`src/design/ik_pkg.sv`:
```
package ik_pkg;

  localparam int COORD_W     = 16;
  localparam int LEN_W       = 15;
  localparam int ANGLE_W     = 16;
  localparam int LOWER_W     = 15;
  localparam int R2_W        = 32;
  localparam int NUM_W       = 34;
  localparam int DEN_W       = 32;
  localparam int QUOT_W      = 32;
  localparam int ROOT_W      = 31;
  localparam int RAD_W       = 62;
  localparam int VEC_W       = 34;
  localparam int Z_W         = 28;
  localparam int TABLE_IDX_W = 5;
  localparam int TABLE_VAL_W = 23;
  localparam int SQRT_STEPS  = 31;
  localparam int DIV_STEPS   = 30;

  localparam logic signed [Z_W-1:0] DEG90  = 28'sd5898240;
  localparam logic signed [Z_W-1:0] DEG180 = 28'sd11796480;
  localparam logic [RAD_W-1:0] ONE_SQ = {2'b01, 60'd0};
  localparam logic [QUOT_W-2:0] ONE_Q30 = 31'h4000_0000;
  localparam logic signed [ANGLE_W-1:0] UPPER_MIN = -16'sd11520;
  localparam logic signed [ANGLE_W-1:0] UPPER_MAX = 16'sd23040;

  typedef enum logic {
    REG_UPPER = 1'b0,
    REG_LOWER = 1'b1
  } reg_idx_t;

  typedef struct packed {
    logic signed [COORD_W-1:0] x;
    logic signed [COORD_W-1:0] y;
    logic [R2_W-1:0]           r2;
    logic signed [NUM_W-1:0]   n1;
    logic signed [NUM_W-1:0]   n2;
    logic [DEN_W-2:0]          m2;
    logic [LEN_W-1:0]          l1;
    logic                      unreachable;
  } ik_entry_t;

  // atan(2^-i) in degrees, Q.16
  function automatic logic [TABLE_VAL_W-1:0] atan_deg(input logic [TABLE_IDX_W-1:0] idx);
    logic [TABLE_VAL_W-1:0] v;
    case (idx)
      5'd0:    v = 23'd2949120;
      5'd1:    v = 23'd1740967;
      5'd2:    v = 23'd919879;
      5'd3:    v = 23'd466945;
      5'd4:    v = 23'd234379;
      5'd5:    v = 23'd117304;
      5'd6:    v = 23'd58666;
      5'd7:    v = 23'd29335;
      5'd8:    v = 23'd14668;
      5'd9:    v = 23'd7334;
      5'd10:   v = 23'd3667;
      5'd11:   v = 23'd1833;
      5'd12:   v = 23'd917;
      5'd13:   v = 23'd458;
      5'd14:   v = 23'd229;
      5'd15:   v = 23'd115;
      5'd16:   v = 23'd57;
      5'd17:   v = 23'd29;
      5'd18:   v = 23'd14;
      5'd19:   v = 23'd7;
      5'd20:   v = 23'd4;
      5'd21:   v = 23'd2;
      5'd22:   v = 23'd1;
      default: v = 23'd0;
    endcase
    return v;
  endfunction

endpackage

```
`src/design/ik_front.sv`:
```
module ik_front (
  input  logic                                clk,
  input  logic                                rst,
  input  logic                                in_valid,
  output logic                                in_stall,
  input  logic signed [ik_pkg::COORD_W-1:0]   target_x,
  input  logic signed [ik_pkg::COORD_W-1:0]   target_y,
  input  logic [ik_pkg::LEN_W-1:0]            l1_len,
  input  logic [ik_pkg::LEN_W-1:0]            l2_len,
  output logic                                push,
  output ik_pkg::ik_entry_t                   push_entry,
  input  logic                                full
);
  import ik_pkg::*;

  typedef enum logic [2:0] {F_IDLE, F_MUL, F_SUM, F_DIFF, F_PUSH} fstate_t;

  fstate_t state;
  logic signed [COORD_W-1:0] x, y;
  logic [LEN_W-1:0] l1, l2;
  logic [30:0] xx, yy;
  logic [29:0] l1s, l2s, l12;
  logic [R2_W-1:0] r2;
  logic [30:0] s12;
  logic signed [30:0] dl;
  logic [DEN_W-2:0] m2;
  logic signed [NUM_W-1:0] n1, n2;

  logic signed [31:0] xsq, ysq;
  logic [29:0] l1sq, l2sq, l1l2;
  logic signed [NUM_W-1:0] m2s;
  logic flag;

  always_comb begin
    xsq  = x * x;
    ysq  = y * y;
    l1sq = 30'(l1 * l1);
    l2sq = 30'(l2 * l2);
    l1l2 = 30'(l1 * l2);
    m2s  = $signed({3'b000, m2});
    flag = (x == '0 && y == '0) || l1 == '0 || l2 == '0 || n2 > m2s || n2 < -m2s;
  end

  assign in_stall = (state != F_IDLE);
  assign push     = (state == F_PUSH) && !full;

  always_comb begin
    push_entry.x           = x;
    push_entry.y           = y;
    push_entry.r2          = r2;
    push_entry.n1          = n1;
    push_entry.n2          = n2;
    push_entry.m2          = m2;
    push_entry.l1          = l1;
    push_entry.unreachable = flag;
  end

  always_ff @(posedge clk) begin
    if (rst) begin
      state <= F_IDLE;
    end else begin
      case (state)
        F_IDLE: begin
          if (in_valid) begin
            x     <= target_x;
            y     <= target_y;
            l1    <= l1_len;
            l2    <= l2_len;
            state <= F_MUL;
          end
        end
        F_MUL: begin
          xx    <= xsq[30:0];
          yy    <= ysq[30:0];
          l1s   <= l1sq;
          l2s   <= l2sq;
          l12   <= l1l2;
          state <= F_SUM;
        end
        F_SUM: begin
          r2    <= {1'b0, xx} + {1'b0, yy};
          s12   <= {1'b0, l1s} + {1'b0, l2s};
          dl    <= $signed({1'b0, l1s}) - $signed({1'b0, l2s});
          m2    <= {l12, 1'b0};
          state <= F_DIFF;
        end
        F_DIFF: begin
          n2    <= $signed({2'b00, r2}) - $signed({3'b000, s12});
          n1    <= $signed({2'b00, r2}) + $signed({{3{dl[30]}}, dl});
          state <= F_PUSH;
        end
        F_PUSH: begin
          if (!full) begin
            state <= F_IDLE;
          end
        end
        default: state <= F_IDLE;
      endcase
    end
  end

endmodule

```
`config.mk`:
```
export PLATFORM = sky130hd
export DESIGN_NAME = ik_front
export DESIGN_NICKNAME = d
export VERILOG_FILES = /design/src/design/ik_pkg.sv /design/src/design/ik_front.sv
export SDC_FILE = /design/constraint.sdc
export NUM_CORES = 2
export LEC_CHECK = 0
export ABC_AREA = 0
export BUFFER_PORTS_ARGS = -buffer_cell sky130_fd_sc_hd__buf_4
export CELL_PAD_IN_SITES_DETAIL_PLACEMENT = 1
export CELL_PAD_IN_SITES_GLOBAL_PLACEMENT = 1
export CORE_ASPECT_RATIO = 0.7
export CORE_MARGIN = 5
export CORE_UTILIZATION = 30
export DETAILED_ROUTE_END_ITERATION = 10
export PLACE_DENSITY_LB_ADDON = 0.3
export SYNTH_ARGS = -nofsm -noshare
export SYNTH_HDL_FRONTEND = slang
export SYNTH_SLANG_ARGS = --single-unit
```
`constraint.sdc`:
```
create_clock -name clk -period 16.9 [get_ports clk]
set_clock_uncertainty 0.2 [all_clocks]
set_input_delay 3.38 -clock clk [delete_from_list [all_inputs] [get_ports clk]]
set_output_delay 3.38 -clock clk [all_outputs]
set_load 0.02 [all_outputs]
```
==> key figures <==
Global routing
  – Wire length of the first global-routing pass: 284000 microns
  – Vias in the first global route: 46684
  – Pin count of the biggest net entering global routing: 71
  – Total GRT Usage: 17.9%
  – Antenna violations before repair: 13
  – Overflow after GRT: 0

Placed design
  – Placement-stage worst setup slack: 8.89 ns
  – HPWL after detailed placement: 150000 microns
  – Final weighted congestion in routability-driven placement: 0.846
  – IO buf count: 245

Timing
  – Hold Worst Slack: 0.218 ns
  – Final worst setup slack: 8.30 ns
  – Max_slew headroom: 28.6%
  – Hold Fails Final Rpt: 0
  – Post-route setup TNS: 0 ns
  – Final critical-path required period: 8.60 ns
  – Max-slew violation count: 0
  – Pin slew with the least headroom to its limit: 1.07 ns
  – Setup repair after global routing missed its margin: no
  – Final-report setup violation count: 0
  – Final cycle utilization of the critical path: 50.9%
  – Max Clock Freq: 116 MHz

Synth
  – Sequential cell area fraction in the yosys report: 20.4%
  – Main area contributors after synthesis: sky130_fd_sc_hd__fa_1 (31%), sky130_fd_sc_hd__edfxtp_1 (20%), sky130_fd_sc_hd__ha_1 (14%)
  – Cell area after synthesis: 58900 sq um
  – Gate count after technology mapping: 5989
  – Cell type with the highest aggregate area in the netlist: sky130_fd_sc_hd__fa_1
  – Async set-or-reset flop fraction in the synthesized netlist: 0%
  – Commonest register cell after synthesis: sky130_fd_sc_hd__edfxtp_1
  – Top cell type's share of synthesized area: 30.7%
  – Synth warnings: 0
  – Flop and latch count out of synthesis: 402
  – Per-instance average area after synthesis: 9.84 sq um
  – Post-synth EDFFs: 399
  – Net Count, Synth: 7625
  – Number of library cell types mapped by synthesis: 91

Critical path
  – Critical path class: reg2out
  – CP Data Arrival Time: 5.02 ns
  – Startpoint type of the worst setup path: flop
  – Required time of the worst setup path: 13.32 ns
  – Largest fanout on the critical path: 4
  – Critical Path Sink Type: output port
  – Worst setup slack for register-to-register paths: 9.16 ns

CTS
  – Number of sinks on the clock net: 402
  – CTS-repair resized insts: 0
  – Maximum root-to-sink buffer count: 3
  – Number of levels in the clock H-tree: 2
  – Count of hold-fix buffers inserted at cts: 0
  – Clock Pin Slew Worst Setup and Hold Paths: 0.06 ns
  – Setup fix buffers added after clock tree synthesis: 0
  – Clock latency reported for the late side of the worst-skew pair: 0.70 ns
  – TritonCTS buffer count: 53
  – CTS tree: built
  – Buffer cell driving the clock tree root: sky130_fd_sc_hd__clkbuf_16

Finish
  – Most frequent cells in the layout: sky130_fd_sc_hd__inv_1 (1387), sky130_fd_sc_hd__fa_1 (904), sky130_fd_sc_hd__ha_1 (666)
  – Commonest non-fill, non-tap cell in the layout: sky130_fd_sc_hd__inv_1
  – Post-route core utilization: 33.6%
  – Area growth from synthesis to final layout: 11.5%
  – Fraction of final layout cells sized beyond drive strength 1: 7.48%
  – Nets@finish: 7820

Detailed routing
  – Per-cell routed wire length: 20.5 microns
  – DRC: 0
  – Iteration count of the initial detailed-routing pass: 5
  – Total wire length after detailed routing: 182000 microns
  – First DRT Iteration DRCs: 2133
  – DRT antenna net count: 0
  – Routed vias/inst: 4.75
  – Number of vias after detailed routing: 42052

Floorplanning
  – Number of placed I/O pins: 247
  – Vertical die dimension: 381 microns
  – Number of placement rows: 136
  – Width of the die: 540 microns
  – Effective utilization at floorplan: 30.1%
  – Die Footprint: 205000 sq um
  – Area of the core region: 196000 sq um

Min path
  – Hold Crit Class: reg2reg

Run status
  – Status: complete, no violations

Run
  – Maxcap violations: 0
per-layer routing:
metal,wire (microns),track usage (%),vias to the layer above
met5,0,0,-
met4,2820,2.88,0
met3,10200,3.02,122
met2,74600,26.3,781
met1,94200,27.7,21755
li1,-,-,19394
stage by stage:
step / cell area (sq um) / cells
final: 65700 / 8852
after CTS: 65700 / 8851
after global routing: 65700 / 8851
after detailed placement: 63800 / 8751
after global placement: 63800 / 8751
after floorplan: 58900 / 5989
flip-flops by register name (all words and copies together) (netlist names), 30 cells and up:
name and count:
m2 30, s12 30, n2 32, l12 30, r2 32, yy 30
xx 30, n1 34, dl 31
final timing paths:
path / from / end / cells after the start
worst max-delay path: m2[3] / push_entry[0] / 19
worst min-delay path: l12[13] / m2[14] / 0
worst max register to register: x[3] / xx[29] / 21
worst min register to register: l12[13] / m2[14] / 0
critical path, stage by stage, from the launching register on:
cell and delay [ns]:
sky130_fd_sc_hd__edfxtp_1 0.45, sky130_fd_sc_hd__inv_1 0.16, sky130_fd_sc_hd__nand4_1 0.15, sky130_fd_sc_hd__or3_1 0.39, sky130_fd_sc_hd__nor4_2 0.34, sky130_fd_sc_hd__nand2_1 0.23
sky130_fd_sc_hd__nor2_1 0.36, sky130_fd_sc_hd__nand3_1 0.24, sky130_fd_sc_hd__nor3_1 0.23, sky130_fd_sc_hd__xnor2_1 0.14, sky130_fd_sc_hd__ha_1 0.25, sky130_fd_sc_hd__a21o_1 0.16
sky130_fd_sc_hd__a21o_1 0.18, sky130_fd_sc_hd__a21oi_1 0.15, sky130_fd_sc_hd__nor2b_1 0.06, sky130_fd_sc_hd__o21ai_0 0.16, sky130_fd_sc_hd__o2111ai_1 0.13, sky130_fd_sc_hd__a21oi_1 0.18
sky130_fd_sc_hd__a211o_1 0.21, sky130_fd_sc_hd__buf_4 0.17
cell families after synthesis:
| family | after synthesis | share of synthesized area (%) |
|---|---|---|
| buf+inv | 1560 | 10.0 |
| other cells | 1 | 0.00637 |
| compound gates | 754 | 8.57 |
| flops | 402 | 20.4 |
| mux | 12 | 0.217 |
| simple gates | 1387 | 11.4 |
| xor+xnor | 303 | 4.50 |
| fa+ha+maj | 1570 | 44.9 |
Yosys cell counts, drive strengths merged (9+ instances only):
master	instances
a21o	118
or2	17
a211oi	26
nand4	33
nor4	36
nand2	475
and3	30
and2	255
xor2	75
o31ai	22
ha	666
o21bai	40
edfxtp	399
a31o	9
nor2b	44
a21oi	239
a311oi	10
nand3	58
a221oi	10
fa	904
nor3	68
clkbuf	147
a211o	11
nor2	285
nand2b	34
a31oi	18
xnor2	228
o21ai	114
buf	17
o211ai	18
inv	1389
or3	15
a2111oi	15
o21a	45
layout make-up:
cell class                      count  area (sq um)
Sequential cell                   402         12000
Timing Repair Buffer              304          2280
Fill cell                       22207        130000
Multi-Input combinational cell   4027         41000
Antenna cell                        1          2.50
Inverter                         1396          5240
Tap cell                         2622          3280
Clock buffer                       61          1390
Clock inverter                     39           485
Power is not shown: default switching activity piles up to over one toggle a cycle in this logic, so the estimate is an artifact.
