--- src/design/ik_pkg.sv ---
package ik_pkg;

  localparam int COORD_W     = 16;
  localparam int LEN_W       = 15;
  localparam int ANGLE_W     = 16;
  localparam int LOWER_W     = 15;
  localparam int R2_W        = 32;
  localparam int NUM_W       = 34;
  localparam int DEN_W       = 32;
  localparam int QUOT_W      = 32;
  localparam int ROOT_W      = 31;
  localparam int RAD_W       = 62;
  localparam int VEC_W       = 34;
  localparam int Z_W         = 28;
  localparam int TABLE_IDX_W = 5;
  localparam int TABLE_VAL_W = 23;
  localparam int SQRT_STEPS  = 31;
  localparam int DIV_STEPS   = 30;

  localparam logic signed [Z_W-1:0] DEG90  = 28'sd5898240;
  localparam logic signed [Z_W-1:0] DEG180 = 28'sd11796480;
  localparam logic [RAD_W-1:0] ONE_SQ = {2'b01, 60'd0};
  localparam logic [QUOT_W-2:0] ONE_Q30 = 31'h4000_0000;
  localparam logic signed [ANGLE_W-1:0] UPPER_MIN = -16'sd11520;
  localparam logic signed [ANGLE_W-1:0] UPPER_MAX = 16'sd23040;

  typedef enum logic {
    REG_UPPER = 1'b0,
    REG_LOWER = 1'b1
  } reg_idx_t;

  typedef struct packed {
    logic signed [COORD_W-1:0] x;
    logic signed [COORD_W-1:0] y;
    logic [R2_W-1:0]           r2;
    logic signed [NUM_W-1:0]   n1;
    logic signed [NUM_W-1:0]   n2;
    logic [DEN_W-2:0]          m2;
    logic [LEN_W-1:0]          l1;
    logic                      unreachable;
  } ik_entry_t;

  // atan(2^-i) in degrees, Q.16
  function automatic logic [TABLE_VAL_W-1:0] atan_deg(input logic [TABLE_IDX_W-1:0] idx);
    logic [TABLE_VAL_W-1:0] v;
    case (idx)
      5'd0:    v = 23'd2949120;
      5'd1:    v = 23'd1740967;
      5'd2:    v = 23'd919879;
      5'd3:    v = 23'd466945;
      5'd4:    v = 23'd234379;
      5'd5:    v = 23'd117304;
      5'd6:    v = 23'd58666;
      5'd7:    v = 23'd29335;
      5'd8:    v = 23'd14668;
      5'd9:    v = 23'd7334;
      5'd10:   v = 23'd3667;
      5'd11:   v = 23'd1833;
      5'd12:   v = 23'd917;
      5'd13:   v = 23'd458;
      5'd14:   v = 23'd229;
      5'd15:   v = 23'd115;
      5'd16:   v = 23'd57;
      5'd17:   v = 23'd29;
      5'd18:   v = 23'd14;
      5'd19:   v = 23'd7;
      5'd20:   v = 23'd4;
      5'd21:   v = 23'd2;
      5'd22:   v = 23'd1;
      default: v = 23'd0;
    endcase
    return v;
  endfunction

endpackage

--- src/design/ik_fifo.sv ---
module ik_fifo (
  input  logic              clk,
  input  logic              rst,
  input  logic              push,
  input  ik_pkg::ik_entry_t push_entry,
  output logic              full,
  input  logic              pop,
  output ik_pkg::ik_entry_t pop_entry,
  output logic              empty
);
  import ik_pkg::*;

  ik_entry_t  slots [2];
  logic       wptr, rptr;
  logic [1:0] count;

  assign full      = (count == 2'd2);
  assign empty     = (count == 2'd0);
  assign pop_entry = slots[rptr];

  always_ff @(posedge clk) begin
    if (push) begin
      slots[wptr] <= push_entry;
    end
  end

  always_ff @(posedge clk) begin
    if (rst) begin
      wptr  <= 1'b0;
      rptr  <= 1'b0;
      count <= 2'd0;
    end else begin
      if (push) begin
        wptr <= !wptr;
      end
      if (pop) begin
        rptr <= !rptr;
      end
      case ({push, pop})
        2'b10:   count <= count + 2'd1;
        2'b01:   count <= count - 2'd1;
        default: count <= count;
      endcase
    end
  end

endmodule

--- config.mk ---
export PLATFORM = sky130hd
export DESIGN_NAME = ik_fifo
export DESIGN_NICKNAME = d
export VERILOG_FILES = /design/src/design/ik_pkg.sv /design/src/design/ik_fifo.sv
export SDC_FILE = /design/constraint.sdc
export NUM_CORES = 1
export LEC_CHECK = 0
export ABC_AREA = 1
export BUFFER_PORTS_ARGS = -buffer_cell sky130_fd_sc_hd__buf_2
export CORE_UTILIZATION = 47
export CTS_CLUSTER_SIZE = 30
export DETAILED_ROUTE_END_ITERATION = 8
export HOLD_SLACK_MARGIN = 0.12
export PLACE_DENSITY = 0.71
export SYNTH_ARGS = -nofsm -noshare
export SYNTH_HDL_FRONTEND = slang
export SYNTH_SLANG_ARGS = --single-unit
--- constraint.sdc ---
create_clock -name clk -period 8.2 [get_ports clk]
set_clock_uncertainty 0.2 [all_clocks]
set_input_delay 0.41 -clock clk [delete_from_list [all_inputs] [get_ports clk]]
set_output_delay 0.41 -clock clk [all_outputs]
set_load 0.02 [all_outputs]
==> run summary, run 1 <==
status = complete, no violations
Routed Antenna Nets = 0
Max Freq = 253 MHz
drt initial violations = 346
DR WL/cell = 18.5 µm
TritonCTS clock tree = done
Max stage delay on crit path = 1.00 ns
core footprint = 28,100 µm²
Clock Pin Slew Worst Setup and Hold Paths = 0.06 ns
R2R Path Start = wptr
setup violators final = 0
Root Buffer = clkbuf_16
cells on worst reg2reg path = 3
num rows = 61
Finished Core Util = 0.667
Port Buffers = 363
Distinct cells, synth = 15
min cycle time layout = 3.96 ns
final hold vios = 0
CTS sink cnt = 363
Synth top area share = 0.793
syn_nets = 774
placed cells = 1,317
Final WS setup = 4.24 ns
Worst setup SP type = flop
initial core utilization = 0.483
Setup WS pre-CTS = 4.74 ns
final period utilization = 0.483
worst slew pin tran = 1.03 ns
r2r setup slk = 5.31 ns
Leak = 7.33 nW
Final Net Count = 1,345
critical path endpoint category = primary output
Placer Congestion = 0.735
via count = 7,498
WHS = 0.330 ns
Mean Syn Cell Area = 23.0 µm²
first-pass detailed-route iteration total = 4
largest net degree at the start of global routing = 106
Slew Limit Fails = 0
Req. time, crit path = 7.59 ns
Synth Register Bits = 363
DRC = 0
Syn. warnings = 0
grt ovf = 0
first-pass GRT wire length = 41.8 mm
depth of the CTS H-tree = 2
Skew-Pair Late Insertion Delay = 0.50 ns
Synth area leader = edfxtp_1
worst path arrival time = 3.35 ns
pwr dens = 235 nW/µm²
Filler cells = 1,876
slew margin rel. = 0.315
sequential fraction of the synthesis area = 0.801
setup TNS = 0 ns
Critical Path Most Common Cell = buf_4
routed wire length = 28.9 mm
synth top area cells = edfxtp_1, mux2_4, mux2_2
fin cells = 1,565
hpwl dp = 17.2 mm
GRT Util Overall = 0.188
number of global-route vias before repair = 7,848
die width = 172 µm
post_cts resized = 0
CP max FO = 55
CTS Buf Count = 37
Syn-to-layout area delta = 38.2%
I/O Pins = 364
Die Span Y = 172 µm
CP max-delay cell = dfxtp_4
number of vias per cell = 4.79
Max Cap Viol = 0
VDD IR max = 251 µV
critical path type = reg -> out
share of layout cells above drive strength 1 = 0.508
initial antenna violation count = 1
Post-Syn Instances = 590
cells along the critical path = buf_4 > buf_4 > mux2_2 > buf_2
Hold Crit Depth = 2
class of the tightest hold or removal check = reg -> reg
mapped cell area = 13,600 µm²
HP Start = count[1]
RSZ-0062 raised after global routing = false
die area = 29,500 µm²
Clock Path Buffers = 3
worst max-delay path: cells and delay by family (launching register included):
family / cells / cell delay [ns]
multiplexers: 1 / 0.41
flip-flops: 1 / 1.00
buffers and inverters: 3 / 1.34
cell families after synthesis:
group,after synthesis,share of synthesized area
flops,363,0.801
xor+xnor,1,0.000646
simple gates,17,0.00499
compound gates,2,0.000738
buf+inv,27,0.0158
fa+ha+maj,1,0.000923
mux,179,0.176
registers in the layout, indices dropped and copies added (netlist names), named ones only:
name   cells
slots    358
rptr       1
wptr       1
count      2
per-layer routing:
layer / share of wire / track usage / vias to the layer above
met5: 0 / 0 / -
met4: 0.022 / 0.0577 / 0
met3: 0.084 / 0.0578 / 51
met2: 0.51 / 0.338 / 308
met1: 0.38 / 0.214 / 3662
li1: - / - / 3477
cells in the mapped netlist, drive strengths merged:
| master | n |
|---|---|
| mux2 | 179 |
| nand4 | 1 |
| nand2 | 5 |
| ha | 1 |
| nor3 | 1 |
| edfxtp | 358 |
| o21ai | 1 |
| a21oi | 1 |
| xnor2 | 1 |
| nor2 | 10 |
| buf | 20 |
| inv | 7 |
| dfxtp | 5 |
cell type report:
class	instances	area (µm²)	share of cell area
tap	378	473	0.0253
antenna	1	2.50	0.000134
timing repair buffer	552	3690	0.197
clock buffer	44	952	0.0508
sequential	363	10900	0.580
clock inverter	20	221	0.0118
inverter	7	31.3	0.00167
multi-input combinational	200	2500	0.133
power by group:
part	total [W]	internal (W)	switching [W]
clock	0.00163	0.000984	0.000647
combinational	0.000583	0.000278	0.000306
sequential	0.00219	0.00215	0.0000392
path summary, 6_finish.rpt:
kind,to
min reg2reg,count[1]
max reg2reg,slots[1][11]
max,pop_entry[167]
min,count[1]
layout by cell type, fill, tap and decap left out, types with 6 or more instances in the layout:
master	count
buf_2	363
buf_4	6
clkbuf_1	7
clkbuf_16	37
clkinv_1	6
clkinv_2	8
dlygate4sd3_1	183
edfxtp_1	358
inv_1	6
mux2_2	79
mux2_4	100
nor2_1	9
stage by stage:
| step | instance area, µm² | power [W] |
|---|---|---|
| after floorplan | 13600 | 0.00257 |
| after global placement | 15700 | 0.00273 |
| after detailed placement | 15700 | 0.00274 |
| after CTS | 18700 | 0.00444 |
| after global routing | 18700 | 0.00456 |
| final | 18700 | 0.00441 |
what timing repair did:
item                                    4_1_cts  5_1_grt
endpoints found under the hold margin       363        0
buffers inserted                              0        0
hold buffers                                183        0
endpoints found under the setup margin        0        0
(Power assumes the default switching activity.)
==> run 2, diff against run 1 <==
--- a/config.mk
+++ b/config.mk
@@ -7,11 +7,11 @@
 export LEC_CHECK = 0
 export ABC_AREA = 1
 export BUFFER_PORTS_ARGS = -buffer_cell sky130_fd_sc_hd__buf_2
-export CORE_UTILIZATION = 47
+export CORE_UTILIZATION = 52
 export CTS_CLUSTER_SIZE = 30
 export DETAILED_ROUTE_END_ITERATION = 8
 export HOLD_SLACK_MARGIN = 0.12
-export PLACE_DENSITY = 0.71
+export PLACE_DENSITY = 0.75
 export SYNTH_ARGS = -nofsm -noshare
 export SYNTH_HDL_FRONTEND = slang
 export SYNTH_SLANG_ARGS = --single-unit
==> constraint.sdc (replaced) <==
create_clock -name clk -period 4.1 [get_ports clk]
set_clock_uncertainty 0.2 [all_clocks]
set_input_delay 0.205 -clock clk [delete_from_list [all_inputs] [get_ports clk]]
set_output_delay 0.205 -clock clk [all_outputs]
set_load 0.02 [all_outputs]
==> run 2 against run 1 <==
Effect of this change:
- sequential share of layout area hardly changed
- first-iteration DRC count is 26% higher
- register-to-register slack worse by 3.4 ns
- core utilization is 7.1 points higher
- sequential power is 100% higher
- largest cell class unchanged
- clock power is 94% higher
- largest power group unchanged
==> run summary, run 2 (synthesis gave the netlist of run 1 again) <==
commonest non-fill, non-tap cell in the layout = buf_2
CTS Buf Count = 37 (unchanged)
status = complete, no violations
Max stage delay on crit path = 0.95 ns (-0.05 ns)
Routed Antenna Nets = 0 (unchanged)
slew margin rel. = 0.268 (-0.0464)
first-pass GRT wire length = 43.8 mm (+4.9%)
Worst setup SP type = flop
routed wire length = 30.6 mm (+5.7%)
num rows = 58 (-4.9%)
placed cell area = 15,800 µm² (+0.37%)
biggest regs = slots x358, count x2
post_cts resized = 0 (unchanged)
initial antenna violation count = 0 (-1)
n_diodes = 0 (-1)
Clock Path Buffers = 3 (unchanged)
die width = 163 µm (-4.9%)
share of layout cells above drive strength 1 = 0.510 (+0.00207)
uppermost layer routed = met4
Reg with most FFs = slots
Final Power = 0.00875 W (+99%)
CTS sink cnt = 363 (unchanged)
VDD IR max = 471 µV (+87%)
WHS = 0.217 ns (-0.113 ns)
largest delay contributor family on the critical path = flip-flops
hpwl dp = 17.6 mm (+1.8%)
Placer Congestion = 0.746 (+1.4%)
Port Buffers = 363 (unchanged)
Root Buffer = clkbuf_16
grt ovf = 0 (unchanged)
largest net degree at the start of global routing = 98 (-7.5%)
Syn-to-layout area delta = 38.2% (about the same)
GRT Util Overall = 0.220 (+0.0314)
Final Net Count = 1,351 (+0.45%)
worst path arrival time = 2.45 ns (-0.90 ns)
core footprint = 25,400 µm² (-9.6%)
routed wl met3 = 2.34 mm (-3.8%)
Metal-1 WL = 11.3 mm (+1.5%)
critical path type = reg -> out
cells along the critical path = buf_12 > mux2_2 > buf_2
TritonCTS clock tree = done
DR WL/cell = 20.1 µm (+8.8%)
Max Freq = 350 MHz
number of vias per cell = 5.06 (+5.6%)
Max Cap Viol = 0 (unchanged)
via count = 7,695 (+2.6%)
Final Instance Area = 18,700 µm² (about the same)
first-pass detailed-route iteration total = 5 (+1)
number of global-route vias before repair = 8,063 (+2.7%)
setup TNS = 0 ns (unchanged)
depth of the CTS H-tree = 2 (unchanged)
worst slew pin tran = 1.10 ns (+0.0669 ns)
met2 WL post-DR = 16.2 mm (+9.9%)
pwr dens = 467 nW/µm² (+99%)
Slew Limit Fails = 0 (unchanged)
drt initial violations = 435 (+26%)
I/O Pins = 364 (unchanged)
CP max-delay cell = dfxtp_4
Leak = 7.34 nW (+0.22%)
die area = 26,700 µm² (-9.5%)
class of the tightest hold or removal check = in -> reg
Clock Pin Slew Worst Setup and Hold Paths = 0.06 ns (about the same)
setup violators final = 0 (unchanged)
min cycle time layout = 2.85 ns
most frequent cells in the layout = buf_2, edfxtp_1, dlygate4sd3_1, mux2_4, mux2_2
final hold vios = 0 (unchanged)
critical path endpoint category = primary output
max reg flops = 358 (unchanged)
Finished Core Util = 0.737 (+0.0708)
Die Span Y = 163 µm (-4.9%)
RSZ-0062 raised after global routing = false
final period utilization = 0.696
CP max FO = 58 (+5.5%)
Skew-Pair Late Insertion Delay = 0.50 ns (about the same)
worst path buffer plus inverter count = 2 (-1)
DRC = 0 (unchanged)
initial core utilization = 0.534 (+0.0511)
Req. time, crit path = 3.69 ns (-3.90 ns)
==> run 2: cell count changes in the layout (fill, tap and decap cells not counted), sizes merged <==
cell and delta:
clkinvlp +3, bufinv -2, diode -1, clkbuf -1, inv -1, buf +6
==> run 2: metal layers <==
metal  global-route usage  up-vias
met4               0.0715        0
li1                     -     3493
met3               0.0569       56
met5                    0        -
met1                0.247     3818
met2                0.403      328
==> run 2: cell type report <==
| cell class | count | area [µm²] |
|---|---|---|
| fill | 1501 | 6670 |
| tap | 330 | 413 |
| multi-input combinational | 200 | 2500 |
| inverter | 7 | 30.0 |
| clock buffer | 43 | 948 |
| sequential | 363 | 10900 |
| timing repair buffer | 558 | 3810 |
| clock inverter | 20 | 175 |
==> run 2: through the flow <==
step,std cells,setup slack [ns]
final,1521,1.25
after global routing,1521,1.16
after CTS,1521,1.23
after detailed placement,1275,1.77
after global placement,1275,1.78
after floorplan,590,0.415
==> run 2: report_power, final <==
part           total, W  switching (W)  internal (W)
logic           0.00120       0.000628      0.000571
clock network   0.00317        0.00133       0.00184
registers       0.00438      0.0000797       0.00430
==> run 2: what timing repair did <==
item / in CTS / in global routing
hold buffers: 183 / 0
hold endpoints to repair: 363 / 0
buffers inserted: 0 / 0
==> run 2: worst paths after layout <==
path / to / cells past startpoint / slack, ns / startpoint
hold reg to reg: rptr / 2 / 0.31 / rptr
hold / removal: slots[0][164] / 2 / 0.22 / push_entry[164]
setup / recovery: pop_entry[166] / 3 / 1.25 / flop
setup reg to reg: slots[0][132] / 2 / 1.87 / wptr
