$ cat config.mk
export PLATFORM = sky130hd
export DESIGN_NAME = ik_back
export DESIGN_NICKNAME = d
export VERILOG_FILES = /design/src/design/ik_pkg.sv /design/src/design/ik_sqrt.sv /design/src/design/ik_div.sv /design/src/design/ik_cordic.sv /design/src/design/ik_back.sv
export SDC_FILE = /design/constraint.sdc
export NUM_CORES = 2
export LEC_CHECK = 0
export BUFFER_PORTS_ARGS = -buffer_cell sky130_fd_sc_hd__clkbuf_2
export CORE_ASPECT_RATIO = 1.25
export CORE_MARGIN = 5
export CORE_UTILIZATION = 35
export CTS_BUF_LIST = sky130_fd_sc_hd__clkbuf_16
export CTS_CLUSTER_DIAMETER = 50
export DETAILED_ROUTE_END_ITERATION = 16
export PLACE_DENSITY = 0.57
export SYNTH_ARGS = -nofsm -noshare
export SYNTH_HDL_FRONTEND = slang
export SYNTH_SLANG_ARGS = --single-unit
$ cat constraint.sdc
create_clock -name clk -period 13.95 [get_ports clk]
set_input_delay 1.395 -clock clk [delete_from_list [all_inputs] [get_ports clk]]
set_output_delay 1.395 -clock clk [all_outputs]
set_load 0.01 [all_outputs]
$ cat src/design/ik_pkg.sv
package ik_pkg;

  localparam int COORD_W     = 16;
  localparam int LEN_W       = 15;
  localparam int ANGLE_W     = 16;
  localparam int LOWER_W     = 15;
  localparam int R2_W        = 32;
  localparam int NUM_W       = 34;
  localparam int DEN_W       = 32;
  localparam int QUOT_W      = 32;
  localparam int ROOT_W      = 31;
  localparam int RAD_W       = 62;
  localparam int VEC_W       = 34;
  localparam int Z_W         = 28;
  localparam int TABLE_IDX_W = 5;
  localparam int TABLE_VAL_W = 23;
  localparam int SQRT_STEPS  = 31;
  localparam int DIV_STEPS   = 30;

  localparam logic signed [Z_W-1:0] DEG90  = 28'sd5898240;
  localparam logic signed [Z_W-1:0] DEG180 = 28'sd11796480;
  localparam logic [RAD_W-1:0] ONE_SQ = {2'b01, 60'd0};
  localparam logic [QUOT_W-2:0] ONE_Q30 = 31'h4000_0000;
  localparam logic signed [ANGLE_W-1:0] UPPER_MIN = -16'sd11520;
  localparam logic signed [ANGLE_W-1:0] UPPER_MAX = 16'sd23040;

  typedef enum logic {
    REG_UPPER = 1'b0,
    REG_LOWER = 1'b1
  } reg_idx_t;

  typedef struct packed {
    logic signed [COORD_W-1:0] x;
    logic signed [COORD_W-1:0] y;
    logic [R2_W-1:0]           r2;
    logic signed [NUM_W-1:0]   n1;
    logic signed [NUM_W-1:0]   n2;
    logic [DEN_W-2:0]          m2;
    logic [LEN_W-1:0]          l1;
    logic                      unreachable;
  } ik_entry_t;

  // atan(2^-i) in degrees, Q.16
  function automatic logic [TABLE_VAL_W-1:0] atan_deg(input logic [TABLE_IDX_W-1:0] idx);
    logic [TABLE_VAL_W-1:0] v;
    case (idx)
      5'd0:    v = 23'd2949120;
      5'd1:    v = 23'd1740967;
      5'd2:    v = 23'd919879;
      5'd3:    v = 23'd466945;
      5'd4:    v = 23'd234379;
      5'd5:    v = 23'd117304;
      5'd6:    v = 23'd58666;
      5'd7:    v = 23'd29335;
      5'd8:    v = 23'd14668;
      5'd9:    v = 23'd7334;
      5'd10:   v = 23'd3667;
      5'd11:   v = 23'd1833;
      5'd12:   v = 23'd917;
      5'd13:   v = 23'd458;
      5'd14:   v = 23'd229;
      5'd15:   v = 23'd115;
      5'd16:   v = 23'd57;
      5'd17:   v = 23'd29;
      5'd18:   v = 23'd14;
      5'd19:   v = 23'd7;
      5'd20:   v = 23'd4;
      5'd21:   v = 23'd2;
      5'd22:   v = 23'd1;
      default: v = 23'd0;
    endcase
    return v;
  endfunction

endpackage

$ cat src/design/ik_sqrt.sv
module ik_sqrt (
  input  logic                        clk,
  input  logic                        rst,
  input  logic                        start,
  input  logic [ik_pkg::RAD_W-1:0]    radicand,
  output logic                        done,
  output logic [ik_pkg::ROOT_W-1:0]   root
);
  import ik_pkg::*;

  logic             busy;
  logic [4:0]       cnt;
  logic [RAD_W-1:0] rad;
  logic [33:0]      rem, rem_sh, trial;
  logic             ge;

  always_comb begin
    rem_sh = {rem[31:0], rad[RAD_W-1:RAD_W-2]};
    trial  = {1'b0, root, 2'b01};
    ge     = (rem_sh >= trial);
  end

  always_ff @(posedge clk) begin
    if (rst) begin
      busy <= 1'b0;
      done <= 1'b0;
    end else begin
      done <= 1'b0;
      if (start) begin
        rad  <= radicand;
        rem  <= '0;
        root <= '0;
        cnt  <= '0;
        busy <= 1'b1;
      end else if (busy) begin
        rad  <= {rad[RAD_W-3:0], 2'b00};
        rem  <= ge ? rem_sh - trial : rem_sh;
        root <= {root[ROOT_W-2:0], ge};
        cnt  <= cnt + 5'd1;
        if (cnt == 5'(SQRT_STEPS - 1)) begin
          busy <= 1'b0;
          done <= 1'b1;
        end
      end
    end
  end

endmodule

$ cat src/design/ik_div.sv
module ik_div (
  input  logic                               clk,
  input  logic                               rst,
  input  logic                               start,
  input  logic signed [ik_pkg::NUM_W-1:0]    num,
  input  logic [ik_pkg::DEN_W-1:0]           den,
  output logic                               done,
  output logic signed [ik_pkg::QUOT_W-1:0]   quot
);
  import ik_pkg::*;

  logic              busy, neg;
  logic [4:0]        cnt;
  logic [DEN_W:0]    rem, sh;
  logic [DEN_W-1:0]  den_r;
  logic [QUOT_W-2:0] q;
  logic [NUM_W-1:0]  mag;
  logic              mag_ge, ge;

  always_comb begin
    mag    = num[NUM_W-1] ? NUM_W'(-num) : NUM_W'(num);
    mag_ge = (mag >= {2'b00, den});
    sh     = {rem[DEN_W-1:0], 1'b0};
    ge     = (sh >= {1'b0, den_r});
    quot   = neg ? -$signed({1'b0, q}) : $signed({1'b0, q});
  end

  always_ff @(posedge clk) begin
    if (rst) begin
      busy <= 1'b0;
      done <= 1'b0;
    end else begin
      done <= 1'b0;
      if (start) begin
        neg   <= num[NUM_W-1];
        den_r <= den;
        cnt   <= '0;
        // a ratio of one or more saturates to one
        if (mag_ge) begin
          q    <= ONE_Q30;
          done <= 1'b1;
        end else begin
          rem  <= {1'b0, mag[DEN_W-1:0]};
          q    <= '0;
          busy <= 1'b1;
        end
      end else if (busy) begin
        rem <= ge ? sh - {1'b0, den_r} : sh;
        q   <= {q[QUOT_W-3:0], ge};
        cnt <= cnt + 5'd1;
        if (cnt == 5'(DIV_STEPS - 1)) begin
          busy <= 1'b0;
          done <= 1'b1;
        end
      end
    end
  end

endmodule

$ cat src/design/ik_cordic.sv
module ik_cordic #(
  parameter int ITERATIONS = 16
) (
  input  logic                            clk,
  input  logic                            rst,
  input  logic                            start,
  input  logic signed [ik_pkg::VEC_W-1:0] xin,
  input  logic signed [ik_pkg::VEC_W-1:0] yin,
  output logic                            done,
  output logic signed [ik_pkg::Z_W-1:0]   angle
);
  import ik_pkg::*;

  localparam logic [TABLE_IDX_W-1:0] LAST = TABLE_IDX_W'(ITERATIONS - 1);

  logic                   busy;
  logic [TABLE_IDX_W-1:0] cnt;
  logic signed [VEC_W-1:0] x, y, xs, ys;
  logic signed [Z_W-1:0]  step;
  logic                   rot;

  always_comb begin
    xs   = x >>> cnt;
    ys   = y >>> cnt;
    rot  = (y > 0);
    step = $signed({5'b00000, atan_deg(cnt)});
  end

  always_ff @(posedge clk) begin
    if (rst) begin
      busy <= 1'b0;
      done <= 1'b0;
    end else begin
      done <= 1'b0;
      if (start) begin
        cnt  <= '0;
        busy <= 1'b1;
        // fold the left half plane onto the right
        if (xin < 0 && yin >= 0) begin
          x     <= yin;
          y     <= -xin;
          angle <= DEG90;
        end else if (xin < 0) begin
          x     <= -yin;
          y     <= xin;
          angle <= -DEG90;
        end else begin
          x     <= xin;
          y     <= yin;
          angle <= '0;
        end
      end else if (busy) begin
        if (rot) begin
          x     <= x + ys;
          y     <= y - xs;
          angle <= angle + step;
        end else begin
          x     <= x - ys;
          y     <= y + xs;
          angle <= angle - step;
        end
        cnt <= cnt + 1'b1;
        if (cnt == LAST) begin
          busy <= 1'b0;
          done <= 1'b1;
        end
      end
    end
  end

endmodule

$ cat src/design/ik_back.sv
module ik_back #(
  parameter int CORDIC_ITERATIONS = 16
) (
  input  logic                                clk,
  input  logic                                rst,
  input  logic                                empty,
  output logic                                pop,
  input  ik_pkg::ik_entry_t                   pop_entry,
  output logic                                out_valid,
  input  logic                                out_stall,
  output logic signed [ik_pkg::ANGLE_W-1:0]   upper_angle,
  output logic signed [ik_pkg::LOWER_W-1:0]   lower_angle,
  output logic                                unreachable
);
  import ik_pkg::*;

  typedef enum logic [3:0] {
    B_IDLE, B_SQRT_D, B_MUL_M1, B_DIV, B_SQUARE, B_SUB, B_SQRT_S,
    B_ACOS, B_BEARING, B_FINISH, B_EMIT
  } bstate_t;

  bstate_t state;
  ik_entry_t ent;
  logic pass, flag;
  logic [15:0] d;
  logic [DEN_W-1:0] m1;
  logic signed [QUOT_W-1:0] c;
  logic [RAD_W-1:0] csq;
  logic signed [Z_W-1:0] a1, a2, bearing;
  logic signed [ANGLE_W-1:0] held_upper;
  logic signed [LOWER_W-1:0] held_lower;

  logic sq_start, sq_done;
  logic [RAD_W-1:0] sq_rad;
  logic [ROOT_W-1:0] sq_root;
  logic dv_start, dv_done;
  logic signed [NUM_W-1:0] dv_num;
  logic [DEN_W-1:0] dv_den;
  logic signed [QUOT_W-1:0] dv_quot;
  logic co_start, co_done;
  logic signed [VEC_W-1:0] co_x, co_y;
  logic signed [Z_W-1:0] co_angle;

  logic [30:0] cmag, l1d;
  logic signed [Z_W-1:0] aclamp, lq, lneg;
  logic signed [Z_W:0] usum, uq, uclamp;

  ik_sqrt u_sqrt (
    .clk(clk), .rst(rst), .start(sq_start), .radicand(sq_rad),
    .done(sq_done), .root(sq_root)
  );

  ik_div u_div (
    .clk(clk), .rst(rst), .start(dv_start), .num(dv_num), .den(dv_den),
    .done(dv_done), .quot(dv_quot)
  );

  ik_cordic #(.ITERATIONS(CORDIC_ITERATIONS)) u_cordic (
    .clk(clk), .rst(rst), .start(co_start), .xin(co_x), .yin(co_y),
    .done(co_done), .angle(co_angle)
  );

  always_comb begin
    pop  = (state == B_IDLE) && !empty;
    cmag = c[QUOT_W-1] ? 31'(-c) : 31'(c);
    l1d  = 31'(ent.l1 * d);
    if (co_angle < 0) begin
      aclamp = '0;
    end else if (co_angle > DEG180) begin
      aclamp = DEG180;
    end else begin
      aclamp = co_angle;
    end
    lq   = (a2 + 28'sd512) >>> 10;
    lneg = -lq;
    usum = {a1[Z_W-1], a1} + {bearing[Z_W-1], bearing};
    uq   = (usum + 29'sd512) >>> 10;
    if (uq < (Z_W+1)'(UPPER_MIN)) begin
      uclamp = (Z_W+1)'(UPPER_MIN);
    end else if (uq > (Z_W+1)'(UPPER_MAX)) begin
      uclamp = (Z_W+1)'(UPPER_MAX);
    end else begin
      uclamp = uq;
    end
  end

  always_ff @(posedge clk) begin
    if (rst) begin
      state      <= B_IDLE;
      out_valid  <= 1'b0;
      sq_start   <= 1'b0;
      dv_start   <= 1'b0;
      co_start   <= 1'b0;
      held_upper <= '0;
      held_lower <= '0;
    end else begin
      sq_start <= 1'b0;
      dv_start <= 1'b0;
      co_start <= 1'b0;
      if (out_valid && !out_stall && state != B_EMIT) begin
        out_valid <= 1'b0;
      end
      case (state)
        B_IDLE: begin
          if (!empty) begin
            ent  <= pop_entry;
            pass <= 1'b0;
            flag <= pop_entry.unreachable;
            if (pop_entry.unreachable) begin
              state <= B_EMIT;
            end else begin
              sq_rad   <= {30'd0, pop_entry.r2};
              sq_start <= 1'b1;
              state    <= B_SQRT_D;
            end
          end
        end
        B_SQRT_D: begin
          if (sq_done) begin
            d     <= sq_root[15:0];
            state <= B_MUL_M1;
          end
        end
        B_MUL_M1: begin
          m1       <= {l1d, 1'b0};
          dv_num   <= ent.n2;
          dv_den   <= {1'b0, ent.m2};
          dv_start <= 1'b1;
          state    <= B_DIV;
        end
        B_DIV: begin
          if (dv_done) begin
            c     <= dv_quot;
            state <= B_SQUARE;
          end
        end
        B_SQUARE: begin
          csq   <= cmag * cmag;
          state <= B_SUB;
        end
        B_SUB: begin
          sq_rad   <= ONE_SQ - csq;
          sq_start <= 1'b1;
          state    <= B_SQRT_S;
        end
        B_SQRT_S: begin
          if (sq_done) begin
            co_x     <= {{(VEC_W-QUOT_W){c[QUOT_W-1]}}, c};
            co_y     <= {3'b000, sq_root};
            co_start <= 1'b1;
            state    <= B_ACOS;
          end
        end
        B_ACOS: begin
          if (co_done) begin
            if (!pass) begin
              a2       <= aclamp;
              pass     <= 1'b1;
              dv_num   <= ent.n1;
              dv_den   <= m1;
              dv_start <= 1'b1;
              state    <= B_DIV;
            end else begin
              a1       <= aclamp;
              co_x     <= {{4{ent.x[COORD_W-1]}}, ent.x, 14'd0};
              co_y     <= {{4{ent.y[COORD_W-1]}}, ent.y, 14'd0};
              co_start <= 1'b1;
              state    <= B_BEARING;
            end
          end
        end
        B_BEARING: begin
          if (co_done) begin
            bearing <= co_angle;
            state   <= B_FINISH;
          end
        end
        B_FINISH: begin
          held_upper <= uclamp[ANGLE_W-1:0];
          held_lower <= lneg[LOWER_W-1:0];
          state      <= B_EMIT;
        end
        B_EMIT: begin
          if (!out_valid || !out_stall) begin
            out_valid   <= 1'b1;
            upper_angle <= held_upper;
            lower_angle <= held_lower;
            unreachable <= flag;
            state       <= B_IDLE;
          end
        end
        default: state <= B_IDLE;
      endcase
    end
  end

endmodule

==> flow_summary.json <==
{
  "status": "finished clean",
  "fin_crit_ns": 11.90,
  "grt_use_met3": 0.0262,
  "share_clk_of_total_power": 0.306,
  "die_width_um": 465,
  "skew_ns": 0.0707,
  "power.ir.vdd_worst_mv": 0.262,
  "critPathCaptureType": "flop",
  "synth-edff-count": 916,
  "fmax_ghz": 0.0840,
  "dominantRegCellSynth": "sky130_fd_sc_hd__edfxtp_1",
  "design.core.area_um2": 257000,
  "layout.nets": 10900,
  "criticalPathCategory": "flop to flop",
  "layout_worst_path_cycle_share": 0.853,
  "p_leak_nw": 43.5,
  "route.detailed.wl_per_inst_um": 21.2,
  "first_global_vias": 69800,
  "routed-via-count": 66800,
  "numCtsBuffers": 142,
  "timing.hold.worst.class": "flop to flop",
  "routed_via_density": 5.30,
  "place.detailed.hpwl_um": 208000,
  "dp_slack_ns": 2.32,
  "asyncSetResetFlopFracSynth": 0,
  "seq_power_share": 0.336,
  "timing.critical_path.slowest_stage_cell": "sky130_fd_sc_hd__xor2_1",
  "max_cap_violations": 0,
  "ctsHoldBuffers": 0,
  "worstMarginPinSlew_ns": 1.36,
  "globalRouteOverflowTotal": 0,
  "drt_drc_violations_left": 0,
  "setup_ws_ns": 2.05,
  "netlist_area_um2": 90600,
  "p_total_mw": 11.8,
  "timing.final.hold_violations": 0,
  "clk_root_buffer_cell": "sky130_fd_sc_hd__clkbuf_16",
  "avgSynthCellArea_um2": 10.1,
  "gp_congestion": 0.941,
  "switching_power_as_a_share_of_total_power": 0.351,
  "ctsHtreeMaxLevel": 4,
  "met2_track_demand_over_resource": 0.345,
  "final_common_cell": "sky130_fd_sc_hd__inv_1",
  "post_cts_buffers": 0,
  "crit_required_ns": 14.46,
  "cts-resized-gates": 0,
  "area_delta_synth_final_pct": 10.5,
  "synth_warnings": 0,
  "p_comb_frac": 0.358,
  "use_met1": 0.236,
  "internal_power_mw": 7.63,
  "reg_to_reg_setup_timing_slack_ns": 2.05,
  "rsz0062_at_grt": "false",
  "initial_core_util": 0.352,
  "tritoncts": "yes",
  "cpMostUsedCell": "sky130_fd_sc_hd__fa_1",
  "dr.pass1.iters": 8,
  "power-per-cell-area_nw_per_um2": 117,
  "most-common-layout-cells": "1291 x sky130_fd_sc_hd__inv_1, 1071 x sky130_fd_sc_hd__nand2_1, 930 x sky130_fd_sc_hd__fa_1, 916 x sky130_fd_sc_hd__edfxtp_1, 710 x sky130_fd_sc_hd__nor2_1",
  "share_of_synthesized_area_occupied_by_flip_flops_and_latches": 0.318,
  "globalRouteTotalUtil": 0.196,
  "timing.critical_path.arrival_ns": 12.41,
  "final_setup_viols": 0,
  "fp-row-count": 208,
  "critical_path.max_stage_delay_ns": 1.06,
  "grt_antenna_before_repair": 11,
  "final_antenna_violating_net_count": 0,
  "unique_cell_type_count_in_the_yosys_netlist": 103,
  "detailedRoute.firstIterationViolations": 5186,
  "startpoint_type": "flop",
  "grt_max_degree": 109,
  "grt_most_used_layer": "met2",
  "io_buffers": 216,
  "gate_count_of_the_mapped_netlist": 9013,
  "ratio_of_cells_with_drive_above_1_in_the_final_layout": 0.0844,
  "insertion_delay_ns": 0.81,
  "switching_power_mw": 4.13,
  "synth.ff_latch_count": 983,
  "timing.setup.tns_ns": 0,
  "cts.sinks": 983,
  "die-height_um": 579,
  "grt_pass1_wl_um": 411000,
  "num_io_pins": 217,
  "final.hold.worst_slack_ns": 0.428,
  "detailed_route_wl_um": 267000,
  "final-max-slew-violation-count": 0,
  "clk_path_buf_depth": 4,
  "clkTransAtPathRegs_ns": 0.05,
  "floorplan.die_area_um2": 269000,
  "critical_path.max_fanout": 23,
  "max-slew-margin-rel": 0.0920
}
## cells in the mapped netlist (12+ instances only)
library cell | number | area share
sky130_fd_sc_hd__inv_1 | 1281 | 0.053
sky130_fd_sc_hd__nand2_1 | 1071 | 0.044
sky130_fd_sc_hd__fa_1 | 930 | 0.21
sky130_fd_sc_hd__edfxtp_1 | 916 | 0.30
sky130_fd_sc_hd__nor2_1 | 717 | 0.030
sky130_fd_sc_hd__ha_1 | 623 | 0.086
sky130_fd_sc_hd__o21ai_0 | 375 | 0.021
sky130_fd_sc_hd__a21oi_1 | 371 | 0.020
sky130_fd_sc_hd__xnor2_1 | 297 | 0.029
sky130_fd_sc_hd__clkbuf_1 | 266 | 0.011
sky130_fd_sc_hd__xor2_1 | 256 | 0.025
sky130_fd_sc_hd__and2_1 | 150 | 0.010
sky130_fd_sc_hd__a21o_1 | 141 | 0.012
sky130_fd_sc_hd__nand3_1 | 117 | 0.0065
sky130_fd_sc_hd__nor3_1 | 116 | 0.0064
sky130_fd_sc_hd__o211ai_1 | 88 | 0.0073
sky130_fd_sc_hd__nor2b_1 | 84 | 0.0058
sky130_fd_sc_hd__mux2_2 | 81 | 0.010
sky130_fd_sc_hd__dfxtp_1 | 67 | 0.015
sky130_fd_sc_hd__a31oi_1 | 65 | 0.0045
sky130_fd_sc_hd__mux2i_1 | 63 | 0.0070
sky130_fd_sc_hd__nand2b_1 | 61 | 0.0042
sky130_fd_sc_hd__or3_1 | 60 | 0.0041
sky130_fd_sc_hd__mux4_2 | 58 | 0.014
sky130_fd_sc_hd__o31ai_1 | 57 | 0.0047
sky130_fd_sc_hd__a211oi_1 | 56 | 0.0046
sky130_fd_sc_hd__nor4_1 | 45 | 0.0031
sky130_fd_sc_hd__nand4_1 | 44 | 0.0030
sky130_fd_sc_hd__and3_1 | 40 | 0.0028
sky130_fd_sc_hd__buf_1 | 39 | 0.0016
sky130_fd_sc_hd__o21a_1 | 37 | 0.0031
sky130_fd_sc_hd__o21bai_1 | 32 | 0.0027
sky130_fd_sc_hd__or4_1 | 32 | 0.0027
sky130_fd_sc_hd__or2_2 | 26 | 0.0018
sky130_fd_sc_hd__o41ai_1 | 24 | 0.0023
sky130_fd_sc_hd__a22oi_1 | 19 | 0.0016
sky130_fd_sc_hd__o22ai_1 | 17 | 0.0012
sky130_fd_sc_hd__nor3b_1 | 15 | 0.0012
sky130_fd_sc_hd__buf_4 | 13 | 0.0011
sky130_fd_sc_hd__a2111oi_0 | 12 | 0.0012
sky130_fd_sc_hd__a21boi_0 | 12 | 0.00099
sky130_fd_sc_hd__a22o_1 | 12 | 0.0012
sky130_fd_sc_hd__and4_1 | 12 | 0.0012
sky130_fd_sc_hd__o31a_1 | 12 | 0.0012
## state kept, by name, summed over array words and instances, names as in the netlist, 34 cells and up
register / cells
sq_rad: 62
csq: 61
u_cordic.x: 34
u_cordic.y: 34
u_sqrt.rad: 62
ent: 146
dv_num: 34
## final timing paths
kind,startpoint,end,cells after the start
max,c[0]$_DFFE_PP_,csq[61]$_DFFE_PP_,34
min,held_upper[14]$_SDFFE_PP0N_,upper_angle[14]$_DFFE_PP_,0
max reg2reg,c[0]$_DFFE_PP_,csq[61]$_DFFE_PP_,34
min reg2reg,held_upper[14]$_SDFFE_PP0N_,upper_angle[14]$_DFFE_PP_,0
## worst max-delay path, delay by kind of cell (launching register included)
kind | cells | cell delay [ns]
XOR/XNOR | 2 | 1.19
flip-flops | 1 | 0.68
AO/OA/AOI/OAI | 8 | 2.76
adder cells (fa/ha/maj) | 10 | 4.47
AND/OR/NAND/NOR | 7 | 1.48
buffers and inverters | 7 | 0.97
## power by group through the flow
stage,sequential [mW],clock [mW],combinational [mW]
6_report,3.95,3.60,4.21
5_1_grt,3.98,3.81,4.77
4_1_cts,3.95,3.69,4.26
3_5_place_dp,4.01,0,4.21
3_3_place_gp,4.00,0,4.17
2_1_floorplan,3.93,0,3.18
## kinds of logic (layout without fill, tap and decap cells)
logic type | Yosys count | in the layout | synth area share
multiplexers | 210 | 210 | 0.0338
XOR/XNOR | 553 | 553 | 0.0535
flip-flops | 983 | 983 | 0.318
other | 1 | 14 | 0.0000414
AND/OR/NAND/NOR | 2620 | 2620 | 0.130
AO/OA/AOI/OAI | 1463 | 1463 | 0.103
buffers and inverters | 1630 | 1856 | 0.0692
adder cells (fa/ha/maj) | 1553 | 1553 | 0.292
## cell type report
cell class              instances  area, um2
clock buffers                 143       3580
multi-input cells            6404      55700
repair buffers                319       1850
flip-flops and latches        983      28900
inverters                    1291       4850
fillers                     25100     157000
diodes                          9       22.5
well taps                    3360       4200
clock inverters               103       1080
## through the flow
stage,util,instance area [um2],std cells
CTS,0.389,100000,12600
finish,0.389,100000,12600
floorplan,-,90600,9017
detailed placement,0.371,95500,12400
global route,0.389,100000,12600
global placement,0.371,95500,12400
## per-layer routing
layer	share of wire	wire, um
met5	0.00010	27
met4	0.055	14800
met3	0.052	14000
met2	0.50	134000
met1	0.39	104000
Power figures use the tool's default switching activity.
